$ cat config.mk
export PLATFORM = sky130hd
export DESIGN_NAME = adsb_track_table_decoder_top
export DESIGN_NICKNAME = d
export VERILOG_FILES = /design/src/hdl/adsbtt_pkg.sv /design/src/hdl/adsbtt_front.sv /design/src/hdl/adsbtt_queue.sv /design/src/hdl/adsbtt_back.sv /design/src/hdl/adsb_track_table_decoder_top.sv
export SDC_FILE = /design/constraint.sdc
export NUM_CORES = 2
export LEC_CHECK = 0
export BUFFER_PORTS_ARGS = -buffer_cell sky130_fd_sc_hd__buf_2
export CORE_MARGIN = 8
export CORE_UTILIZATION = 39
export CTS_BUF_LIST = sky130_fd_sc_hd__clkbuf_2
export DETAILED_ROUTE_END_ITERATION = 10
export HOLD_SLACK_MARGIN = 0.15
export PLACE_DENSITY = 0.54
export SYNTH_ARGS = -nofsm -noshare
export SYNTH_HDL_FRONTEND = slang
export SYNTH_SLANG_ARGS = --single-unit
$ cat constraint.sdc
create_clock -name aclk -period 15.45 [get_ports aclk]
set_input_delay 0.7725 -clock aclk [delete_from_list [all_inputs] [get_ports aclk]]
set_output_delay 0.7725 -clock aclk [all_outputs]
set_load 0.01 [all_outputs]
$ cat src/hdl/adsbtt_pkg.sv
package adsbtt_pkg;

    localparam int TABLE_ENTRIES_DEF = 16;

    localparam int IN_BITS  = 112;
    localparam int OUT_BITS = 184;

    // Character set of the identification message, code 0 in the top byte.
    localparam logic [511:0] GLYPH_ROM =
        "#ABCDEFGHIJKLMNOPQRSTUVWXYZ##### ###############0123456789######";

    localparam logic [16:0] ALT_STEP   = 17'd25;
    localparam logic [16:0] ALT_OFFSET = 17'd1000;

    localparam logic [25:0] CPR_HALF     = 26'd65536;
    localparam logic [30:0] LAT_WRAP_AT  = 31'd347996160;
    localparam logic [30:0] LAT_FULL_TURN = 31'd463994880;

    localparam logic [4:0] KNOWN_ID  = 5'b00001;
    localparam logic [4:0] KNOWN_ALT = 5'b00010;
    localparam logic [4:0] KNOWN_LAT = 5'b00100;
    localparam logic [4:0] HAVE_EVEN = 5'b01000;
    localparam logic [4:0] HAVE_ODD  = 5'b10000;

    typedef struct packed {
        logic [23:0]        address;
        logic [4:0]         downlink_format;
        logic [2:0]         capability;
        logic [4:0]         type_code;
        logic [23:0]        parity;
        logic               is_ident;
        logic               is_position;
        logic [2:0]         category;
        logic [47:0]        codes;
        logic signed [16:0] altitude;
        logic [16:0]        cpr_lat;
        logic               cpr_odd;
    } item_t;

    typedef struct packed {
        logic [2:0]         category;
        logic [47:0]        codes;
        logic signed [16:0] altitude;
        logic [16:0]        even_cpr;
        logic [16:0]        odd_cpr;
        logic signed [30:0] latitude;
        logic [4:0]         flags;
    } record_t;

    typedef enum logic [2:0] {
        B_IDLE,
        B_SEARCH,
        B_FETCH,
        B_UPDATE,
        B_DEC1,
        B_DEC2,
        B_DEC3,
        B_WRITE
    } back_state_t;

    function automatic logic [63:0] callsign_ascii(input logic [47:0] codes);
        logic [63:0] text;
        logic [5:0]  c;
        text = '0;
        for (int i = 0; i < 8; i++) begin
            c = codes[47 - 6 * i -: 6];
            text[63 - 8 * i -: 8] = GLYPH_ROM[511 - 8 * int'(c) -: 8];
        end
        return text;
    endfunction

endpackage

$ cat src/hdl/adsbtt_front.sv
module adsbtt_front (
    input  logic [111:0]          frame,
    output adsbtt_pkg::item_t     item
);

    logic [7:0]  header;
    logic [55:0] me;
    logic [11:0] alt_code;
    logic [10:0] alt_n;

    always_comb begin
        header   = frame[7:0];
        me       = frame[87:32];
        alt_code = me[47:36];
        // The Q bit sits in the middle of the altitude code and is dropped.
        alt_n    = {alt_code[11:5], alt_code[3:0]};

        item.address         = frame[31:8];
        item.downlink_format = header[7:3];
        item.capability      = header[2:0];
        item.type_code       = me[55:51];
        item.parity          = frame[111:88];
        item.is_ident        = me[55:51] inside {[5'd1:5'd4]};
        item.is_position     = me[55:51] inside {[5'd9:5'd18]};
        item.category        = me[50:48];
        item.codes           = me[47:0];
        item.altitude        = $signed(17'(alt_n) * adsbtt_pkg::ALT_STEP
                                       - adsbtt_pkg::ALT_OFFSET);
        item.cpr_lat         = me[33:17];
        item.cpr_odd         = me[34];
    end

endmodule

$ cat src/hdl/adsbtt_queue.sv
module adsbtt_queue (
    input  logic              aclk,
    input  logic              aresetn,
    input  logic              in_valid,
    output logic              in_ready,
    input  adsbtt_pkg::item_t in_item,
    output logic              out_valid,
    input  logic              out_ready,
    output adsbtt_pkg::item_t out_item
);

    adsbtt_pkg::item_t slots_reg [2];
    logic       wr_ptr_reg, wr_ptr_next;
    logic       rd_ptr_reg, rd_ptr_next;
    logic [1:0] fill_reg, fill_next;
    logic       push, pop;

    assign in_ready  = (fill_reg != 2'd2);
    assign out_valid = (fill_reg != 2'd0);
    assign out_item  = slots_reg[rd_ptr_reg];
    assign push      = in_valid && in_ready;
    assign pop       = out_valid && out_ready;

    always_comb begin
        wr_ptr_next = push ? ~wr_ptr_reg : wr_ptr_reg;
        rd_ptr_next = pop ? ~rd_ptr_reg : rd_ptr_reg;
        fill_next   = fill_reg + 2'(push) - 2'(pop);
    end

    always_ff @(posedge aclk) begin
        if (!aresetn) begin
            wr_ptr_reg <= 1'b0;
            rd_ptr_reg <= 1'b0;
            fill_reg   <= 2'd0;
        end else begin
            wr_ptr_reg <= wr_ptr_next;
            rd_ptr_reg <= rd_ptr_next;
            fill_reg   <= fill_next;
        end
    end

    always_ff @(posedge aclk) begin
        if (push) begin
            slots_reg[wr_ptr_reg] <= in_item;
        end
    end

endmodule

$ cat src/hdl/adsbtt_back.sv
module adsbtt_back #(
    parameter int TABLE_ENTRIES = adsbtt_pkg::TABLE_ENTRIES_DEF
) (
    input  logic              aclk,
    input  logic              aresetn,
    input  logic              q_valid,
    output logic              q_ready,
    input  adsbtt_pkg::item_t q_item,
    output logic              m_valid,
    input  logic              m_ready,
    output logic [183:0]      m_data,
    output logic              m_full
);

    localparam int CW = $clog2(TABLE_ENTRIES + 1);
    localparam int IW = (TABLE_ENTRIES > 1) ? $clog2(TABLE_ENTRIES) : 1;

    logic [23:0]              addr_mem [TABLE_ENTRIES];
    adsbtt_pkg::record_t      rec_mem  [TABLE_ENTRIES];
    logic [23:0]              addr_rd_q;
    adsbtt_pkg::record_t      rec_rd_q;

    adsbtt_pkg::back_state_t  state_reg, state_next;
    adsbtt_pkg::item_t        item_reg, item_next;
    adsbtt_pkg::record_t      rec_reg, rec_next;
    logic [CW-1:0]            scan_reg, scan_next;
    logic [CW-1:0]            count_reg, count_next;
    logic                     cmpv_reg, cmpv_next;
    logic [IW-1:0]            cmp_idx_reg, cmp_idx_next;
    logic [IW-1:0]            slot_reg, slot_next;
    logic                     alloc_reg, alloc_next;
    logic                     full_reg, full_next;
    logic signed [8:0]        j_reg, j_next;
    logic [29:0]              even_reg, even_next;
    logic [29:0]              odd_reg, odd_next;
    logic                     out_valid_reg, out_valid_next;
    logic [183:0]             out_data_reg, out_data_next;
    logic                     out_full_reg, out_full_next;

    logic                     hit, scan_done, table_at_max, out_free, commit, need_dec;
    adsbtt_pkg::record_t      upd;
    logic [25:0]              t_sum;
    logic [5:0]               je, jo;
    logic signed [30:0]       even_s, odd_s;
    logic [2:0]               known;

    assign hit          = cmpv_reg && (addr_rd_q == item_reg.address);
    assign scan_done    = (scan_reg == count_reg);
    assign table_at_max = (count_reg == CW'(TABLE_ENTRIES));
    assign out_free     = !out_valid_reg || m_ready;
    assign commit       = (state_reg == adsbtt_pkg::B_WRITE) && out_free && !full_reg;
    assign q_ready      = (state_reg == adsbtt_pkg::B_IDLE);

    assign m_valid = out_valid_reg;
    assign m_data  = out_data_reg;
    assign m_full  = out_full_reg;

    // Record merge for the frame in hand; a fresh slot starts from zero.
    always_comb begin
        upd = alloc_reg ? '0 : rec_rd_q;
        if (item_reg.is_ident) begin
            upd.category = item_reg.category;
            upd.codes    = item_reg.codes;
            upd.flags    = upd.flags | adsbtt_pkg::KNOWN_ID;
        end
        if (item_reg.is_position) begin
            upd.altitude = item_reg.altitude;
            upd.flags    = upd.flags | adsbtt_pkg::KNOWN_ALT;
            if (item_reg.cpr_odd) begin
                upd.odd_cpr = item_reg.cpr_lat;
                upd.flags   = upd.flags | adsbtt_pkg::HAVE_ODD;
            end else begin
                upd.even_cpr = item_reg.cpr_lat;
                upd.flags    = upd.flags | adsbtt_pkg::HAVE_EVEN;
            end
        end
        need_dec = item_reg.is_position && upd.flags[3] && upd.flags[4];
    end

    // Latitude zone index and its two floor remainders; j lies in -60..59.
    always_comb begin
        t_sum = 26'(rec_reg.even_cpr) * 26'd59 - 26'(rec_reg.odd_cpr) * 26'd60
                + adsbtt_pkg::CPR_HALF;
        if (j_reg < 0) begin
            je = 6'(j_reg + 9'sd60);
        end else begin
            je = 6'(j_reg);
        end
        if (j_reg == -9'sd60) begin
            jo = 6'd58;
        end else if (j_reg < 0) begin
            jo = 6'(j_reg + 9'sd59);
        end else if (j_reg == 9'sd59) begin
            jo = 6'd0;
        end else begin
            jo = 6'(j_reg);
        end
        even_s = $signed({1'b0, even_reg});
        odd_s  = $signed({1'b0, odd_reg});
        if ({1'b0, even_reg} >= adsbtt_pkg::LAT_WRAP_AT) begin
            even_s = $signed({1'b0, even_reg} - adsbtt_pkg::LAT_FULL_TURN);
        end
        if ({1'b0, odd_reg} >= adsbtt_pkg::LAT_WRAP_AT) begin
            odd_s = $signed({1'b0, odd_reg} - adsbtt_pkg::LAT_FULL_TURN);
        end
    end

    always_comb begin
        state_next = state_reg;
        case (state_reg)
            adsbtt_pkg::B_IDLE: begin
                if (q_valid) begin
                    state_next = adsbtt_pkg::B_SEARCH;
                end
            end
            adsbtt_pkg::B_SEARCH: begin
                if (hit) begin
                    state_next = adsbtt_pkg::B_FETCH;
                end else if (scan_done) begin
                    state_next = table_at_max ? adsbtt_pkg::B_WRITE : adsbtt_pkg::B_FETCH;
                end
            end
            adsbtt_pkg::B_FETCH:  state_next = adsbtt_pkg::B_UPDATE;
            adsbtt_pkg::B_UPDATE: state_next = need_dec ? adsbtt_pkg::B_DEC1
                                                        : adsbtt_pkg::B_WRITE;
            adsbtt_pkg::B_DEC1:   state_next = adsbtt_pkg::B_DEC2;
            adsbtt_pkg::B_DEC2:   state_next = adsbtt_pkg::B_DEC3;
            adsbtt_pkg::B_DEC3:   state_next = adsbtt_pkg::B_WRITE;
            adsbtt_pkg::B_WRITE: begin
                if (out_free) begin
                    state_next = adsbtt_pkg::B_IDLE;
                end
            end
            default: state_next = adsbtt_pkg::B_IDLE;
        endcase
    end

    always_comb begin
        item_next      = item_reg;
        rec_next       = rec_reg;
        scan_next      = scan_reg;
        count_next     = count_reg;
        cmpv_next      = cmpv_reg;
        cmp_idx_next   = cmp_idx_reg;
        slot_next      = slot_reg;
        alloc_next     = alloc_reg;
        full_next      = full_reg;
        j_next         = j_reg;
        even_next      = even_reg;
        odd_next       = odd_reg;
        out_data_next  = out_data_reg;
        out_full_next  = out_full_reg;
        out_valid_next = out_valid_reg && !m_ready;
        known          = rec_reg.flags[2:0];
        case (state_reg)
            adsbtt_pkg::B_IDLE: begin
                item_next = q_item;
                scan_next = '0;
                cmpv_next = 1'b0;
                full_next = 1'b0;
            end
            adsbtt_pkg::B_SEARCH: begin
                if (hit) begin
                    slot_next  = cmp_idx_reg;
                    alloc_next = 1'b0;
                end else if (scan_done) begin
                    full_next  = table_at_max;
                    alloc_next = 1'b1;
                    slot_next  = count_reg[IW-1:0];
                end else begin
                    cmpv_next    = 1'b1;
                    cmp_idx_next = scan_reg[IW-1:0];
                    scan_next    = scan_reg + 1'b1;
                end
            end
            adsbtt_pkg::B_UPDATE: begin
                rec_next = upd;
            end
            adsbtt_pkg::B_DEC1: begin
                j_next = $signed(t_sum[25:17]);
            end
            adsbtt_pkg::B_DEC2: begin
                even_next = 30'({je, rec_reg.even_cpr}) * 30'd59;
                odd_next  = 30'({jo, rec_reg.odd_cpr}) * 30'd60;
            end
            adsbtt_pkg::B_DEC3: begin
                rec_next.latitude = even_s + odd_s;
                rec_next.flags    = rec_reg.flags | adsbtt_pkg::KNOWN_LAT;
            end
            adsbtt_pkg::B_WRITE: begin
                if (out_free) begin
                    out_valid_next = 1'b1;
                    out_full_next  = full_reg;
                    out_data_next  = '0;
                    out_data_next[23:0]   = item_reg.address;
                    out_data_next[28:24]  = item_reg.downlink_format;
                    out_data_next[31:29]  = item_reg.capability;
                    out_data_next[36:32]  = item_reg.type_code;
                    out_data_next[60:37]  = item_reg.parity;
                    if (!full_reg) begin
                        if (known[0]) begin
                            out_data_next[63:61]  = rec_reg.category;
                            out_data_next[127:64] = adsbtt_pkg::callsign_ascii(rec_reg.codes);
                        end
                        if (known[1]) begin
                            out_data_next[144:128] = rec_reg.altitude;
                        end
                        if (known[2]) begin
                            out_data_next[175:145] = rec_reg.latitude;
                        end
                        out_data_next[178:176] = known;
                        if (alloc_reg) begin
                            count_next = count_reg + 1'b1;
                        end
                    end
                end
            end
            default: begin
            end
        endcase
    end

    always_ff @(posedge aclk) begin
        if (!aresetn) begin
            state_reg     <= adsbtt_pkg::B_IDLE;
            count_reg     <= '0;
            cmpv_reg      <= 1'b0;
            out_valid_reg <= 1'b0;
        end else begin
            state_reg     <= state_next;
            count_reg     <= count_next;
            cmpv_reg      <= cmpv_next;
            out_valid_reg <= out_valid_next;
        end
    end

    always_ff @(posedge aclk) begin
        item_reg     <= item_next;
        rec_reg      <= rec_next;
        scan_reg     <= scan_next;
        cmp_idx_reg  <= cmp_idx_next;
        slot_reg     <= slot_next;
        alloc_reg    <= alloc_next;
        full_reg     <= full_next;
        j_reg        <= j_next;
        even_reg     <= even_next;
        odd_reg      <= odd_next;
        out_data_reg <= out_data_next;
        out_full_reg <= out_full_next;
    end

    always_ff @(posedge aclk) begin
        addr_rd_q <= addr_mem[scan_reg[IW-1:0]];
        if (commit && alloc_reg) begin
            addr_mem[slot_reg] <= item_reg.address;
        end
    end

    always_ff @(posedge aclk) begin
        rec_rd_q <= rec_mem[slot_reg];
        if (commit) begin
            rec_mem[slot_reg] <= rec_reg;
        end
    end

endmodule

$ cat src/hdl/adsb_track_table_decoder_top.sv
// ADS-B extended squitter decoder with an aircraft track table.
// Input stream: one beat per 112-bit frame (header byte, address, ME body,
// parity). Output stream: one beat per frame with the split-out frame
// fields and the stored aircraft state after this frame, zero when tuser
// is set; tuser is set when the address is new and every slot is taken.
// A frame waits in a two-deep queue behind the input port; the sequencer
// then compares the address against the slots in use, one address-memory
// read per cycle, reads and updates the slot record, and runs a fixed-point
// latitude decode once both CPR latitudes are held.
// The sequencer takes a new frame from the queue only once it is idle,
// so frames pass through it one at a time; the address search takes
// most of the time per frame and grows with the number of slots in use.
// Reset empties the table at once: no clearing pass is needed, as the
// slot count alone marks which slots are in use.
// When the receiver stalls, the output register holds its beat; the
// sequencer finishes the next frame and waits, and the queue keeps taking
// input until both of its places are full.
module adsb_track_table_decoder_top #(
    parameter int TABLE_ENTRIES = adsbtt_pkg::TABLE_ENTRIES_DEF
) (
    input  logic         aclk,
    input  logic         aresetn,
    input  logic         s_axis_tvalid,
    output logic         s_axis_tready,
    // header_byte, aircraft_address, message_body, parity_word
    input  logic [111:0] s_axis_tdata,
    output logic         m_axis_tvalid,
    input  logic         m_axis_tready,
    // out_address, downlink_format, capability, type_code, out_parity,
    // category, callsign_text, altitude_feet, latitude_sum, known_mask, zero pad
    output logic [183:0] m_axis_tdata,
    // table_full
    output logic [0:0]   m_axis_tuser
);

    adsbtt_pkg::item_t front_item, q_item;
    logic              q_valid, q_ready;
    logic              full_flag;

    adsbtt_front u_front (
        .frame (s_axis_tdata),
        .item  (front_item)
    );

    adsbtt_queue u_queue (
        .aclk      (aclk),
        .aresetn   (aresetn),
        .in_valid  (s_axis_tvalid),
        .in_ready  (s_axis_tready),
        .in_item   (front_item),
        .out_valid (q_valid),
        .out_ready (q_ready),
        .out_item  (q_item)
    );

    adsbtt_back #(
        .TABLE_ENTRIES (TABLE_ENTRIES)
    ) u_back (
        .aclk    (aclk),
        .aresetn (aresetn),
        .q_valid (q_valid),
        .q_ready (q_ready),
        .q_item  (q_item),
        .m_valid (m_axis_tvalid),
        .m_ready (m_axis_tready),
        .m_data  (m_axis_tdata),
        .m_full  (full_flag)
    );

    assign m_axis_tuser = full_flag;

endmodule

==> out/qor.txt <==
worst hold-check path type = reg2reg
Top FF cell, synth = edfxtp_1
Gate Count Post-Synth = 6937
root buffer cell = clkbuf_2
Final GP Congestion = 0.7687
Sequential Area = 104600 µm²
Layout area overhead = 14.37%
Crit path buffers/inverters = 5
worst hold path cell count = 0
reg2reg end = u_back.j_reg[5]
unrepaired setup endpoints after global routing = false
Post-CTS Setup Bufs = 0
R2R setup slack = 6.59 ns
max cap viols = 0
Core Rows = 221
CP endpoint kind = flop
EDFF count, synth = 3366
syn avg cell area = 20.41 µm²
min Tclk post-route = 8.864 ns
maximum vdd drop = 653.6 µV
RR Startpoint = u_back.rec_reg[38]
Port Buffers = 289
final net count = 8922
combinational share of power = 0.393
placeable core area = 362000 µm²
Die Y = 618.5 µm
Pint = 0.01971 W
critical path's top delay family = adder cells
first-pass GRT wire length = 519300 µm
synthesized area = 141600 µm²
Post-CTS Resized = 0
Final TNS setup = 0 ns
outcome = finished clean
Final Skew = 0.1595 ns
dpl cells = 11899
startpoint types = flop
vias in the first global route = 77790
maximum root-to-sink buffer count = 4
Power Density = 194.0 nW/µm²
max-slew violations = 0
final wirelength = 355400 µm
Finished Cell Area = 161900 µm²
Yosys reg bits = 3542
H-tree levels = 6
Slew @ Worst Pin = 1.213 ns
Crit path largest cell delay = 0.76 ns
Synth cell types = 89
cell mode on critical path = fa_1
Multi-input gate area = 34610 µm²
IO Pins = 303
f_max = 112.8 MHz
Largest register FFs = 2208
period utilisation layout = 0.5737
DRT iter0 DRCs = 5896
Routed Antenna Nets = 0
R2R depth = 29
hold endpoint = u_back.m_data[47]
leakage power = 56.30 nW
die area = 382600 µm²
Inserted Clock Buffers = 872
clock slew at reported path FFs = 0.10 ns
total track usage = 0.1827
sequential share of power = 0.407
worst hold path startpoint = u_back.item_reg[98]
Max-slew headroom = 0.1914
dpl cell area = 149500 µm²
Seq/Total Area, Yosys = 0.7388
Critical Path RT = 17.21 ns
switching part of the total = 0.3724
final non-filler cell total = 13940
final hold violation count = 0
Setup CP Type = reg2reg
Setup-failing EPs final = 0
fraction of layout cells with a size suffix above 1 = 0.3211
Avg WL per Cell = 25.49 µm
largest net degree at the start of global routing = 153
ys async rst share = 0
Via Count = 72438
hpwl dp = 187400 µm
Data arrival, critical path = 10.62 ns
clock tree from TritonCTS = yes
Fillers = 31411
Yosys warning total = 0
Starting Density = 0.3912
most common cell after layout, fill and taps aside = edfxtp_1
commonest non-fill, non-tap cells in the layout = edfxtp_1 (3366), clkbuf_2 (1384), mux4_2 (810), dlygate4sd3_1 (422), inv_1 (402)
critical path's slowest cell = edfxtp_1
initial antenna violation count = 22
Clk network pwr share = 0.200
total grt overflow = 0
# DRC = 0
Util after Layout = 0.4474
CP Max Fanout = 19
Die Wd = 618.5 µm
drt first pass iters = 7
Clock Sinks = 3542
DR vias/cell = 5.196
Net Sw Power = 0.01170 W
clock latency on the worst-skew pair = 2.14 ns
metal layers:
metal / vias up / global-route usage / wire (µm)
met3: 522 / 0.02982 / 18940
met2: 2215 / 0.3181 / 181600
met4: 18 / 0.05039 / 7162
met5: - / 0 / 119
met1: 38335 / 0.2378 / 147500
li1: 31348 / - / -
cells by family (layout without fill, tap and decap cells):
group                      Yosys count  after routing  synth area share
xor gates and xnor gates           155            155          0.009641
other                                1             19        0.00002649
and+or+nand+nor                    696            696           0.02398
AOI/OAI and AO/OA                  494            494           0.02333
adders and majority gates          407            407           0.04526
DFF                               3542           3542            0.7388
buffers and inverters              687           2878           0.01868
muxes                              955            955            0.1403
worst max-delay path by stage:
stage,from,end,slack [ns],cells past startpoint
5_1_grt,u_back.rec_reg[38],u_back.j_reg[5],6.02,31
3_3_place_gp,u_back.rec_reg[38],u_back.j_reg[5],6.91,31
3_5_place_dp,u_back.rec_reg[38],u_back.j_reg[5],6.82,29
6_report,u_back.rec_reg[38],u_back.j_reg[5],6.59,29
4_1_cts,u_back.rec_reg[38],u_back.j_reg[5],6.68,29
2_1_floorplan,m_axis_tready,u_back.rec_mem[0][0],3.58,5
power groups by stage:
stage               sequential, W  combinational (W)  clock (W)
global route               0.0129             0.0140    0.00701
detailed placement         0.0130             0.0124          0
global placement           0.0130             0.0122          0
CTS                        0.0128             0.0126    0.00655
floorplan                  0.0127            0.00926          0
finish                     0.0128             0.0123    0.00629
per-stage QoR:
stage,hold slack [ns],worst slack (ns),power [W]
6_report,0.4220,6.586,0.03141
5_1_grt,0.3481,6.020,0.03384
4_1_cts,0.1537,6.675,0.03189
3_5_place_dp,0.4045,6.815,0.02541
3_3_place_gp,0.4007,6.907,0.02514
2_1_floorplan,0.4003,3.575,0.02194
final cells by class:
cell class / instances / area share
Clock buffer: 1384 / 0.04277
Clock inverter: 229 / 0.007796
Multi-Input combinational cell: 2720 / 0.2137
Inverter: 404 / 0.009419
Antenna cell: 6 / 0.00009272
Timing Repair Buffer: 861 / 0.04321
Sequential cell: 3542 / 0.6460
Tap cell: 4794 / 0.03704
cell usage after synthesis, drive strengths merged (19+ instances only):
cell type / n / area [µm²]
nand2b: 19 / 118.9
a21o: 45 / 337.8
o21ai: 124 / 620.6
fa: 176 / 3523
mux4: 810 / 18240
a211oi: 21 / 167.7
and2: 62 / 387.9
xor2: 76 / 665.6
nor4: 22 / 137.6
nand2: 181 / 679.4
mux2: 137 / 1543
a21oi: 122 / 618.1
o21bai: 20 / 150.1
and3: 22 / 137.6
dfxtp: 176 / 3523
ha: 229 / 2865
a22o: 67 / 586.8
nand3: 72 / 360.4
nor2: 183 / 686.9
clkbuf: 182 / 683.2
xnor2: 79 / 699.4
nor3: 41 / 210.2
inv: 404 / 1516
nor2b: 20 / 125.1
edfxtp: 3366 / 101100
buf: 101 / 445.4
repair_timing:
item | in CTS | in global routing
hold buffers | 422 | 0
hold endpoints to repair | 1260 | 0
setup endpoints to repair | 0 | 0
(Power assumes the default switching activity.)
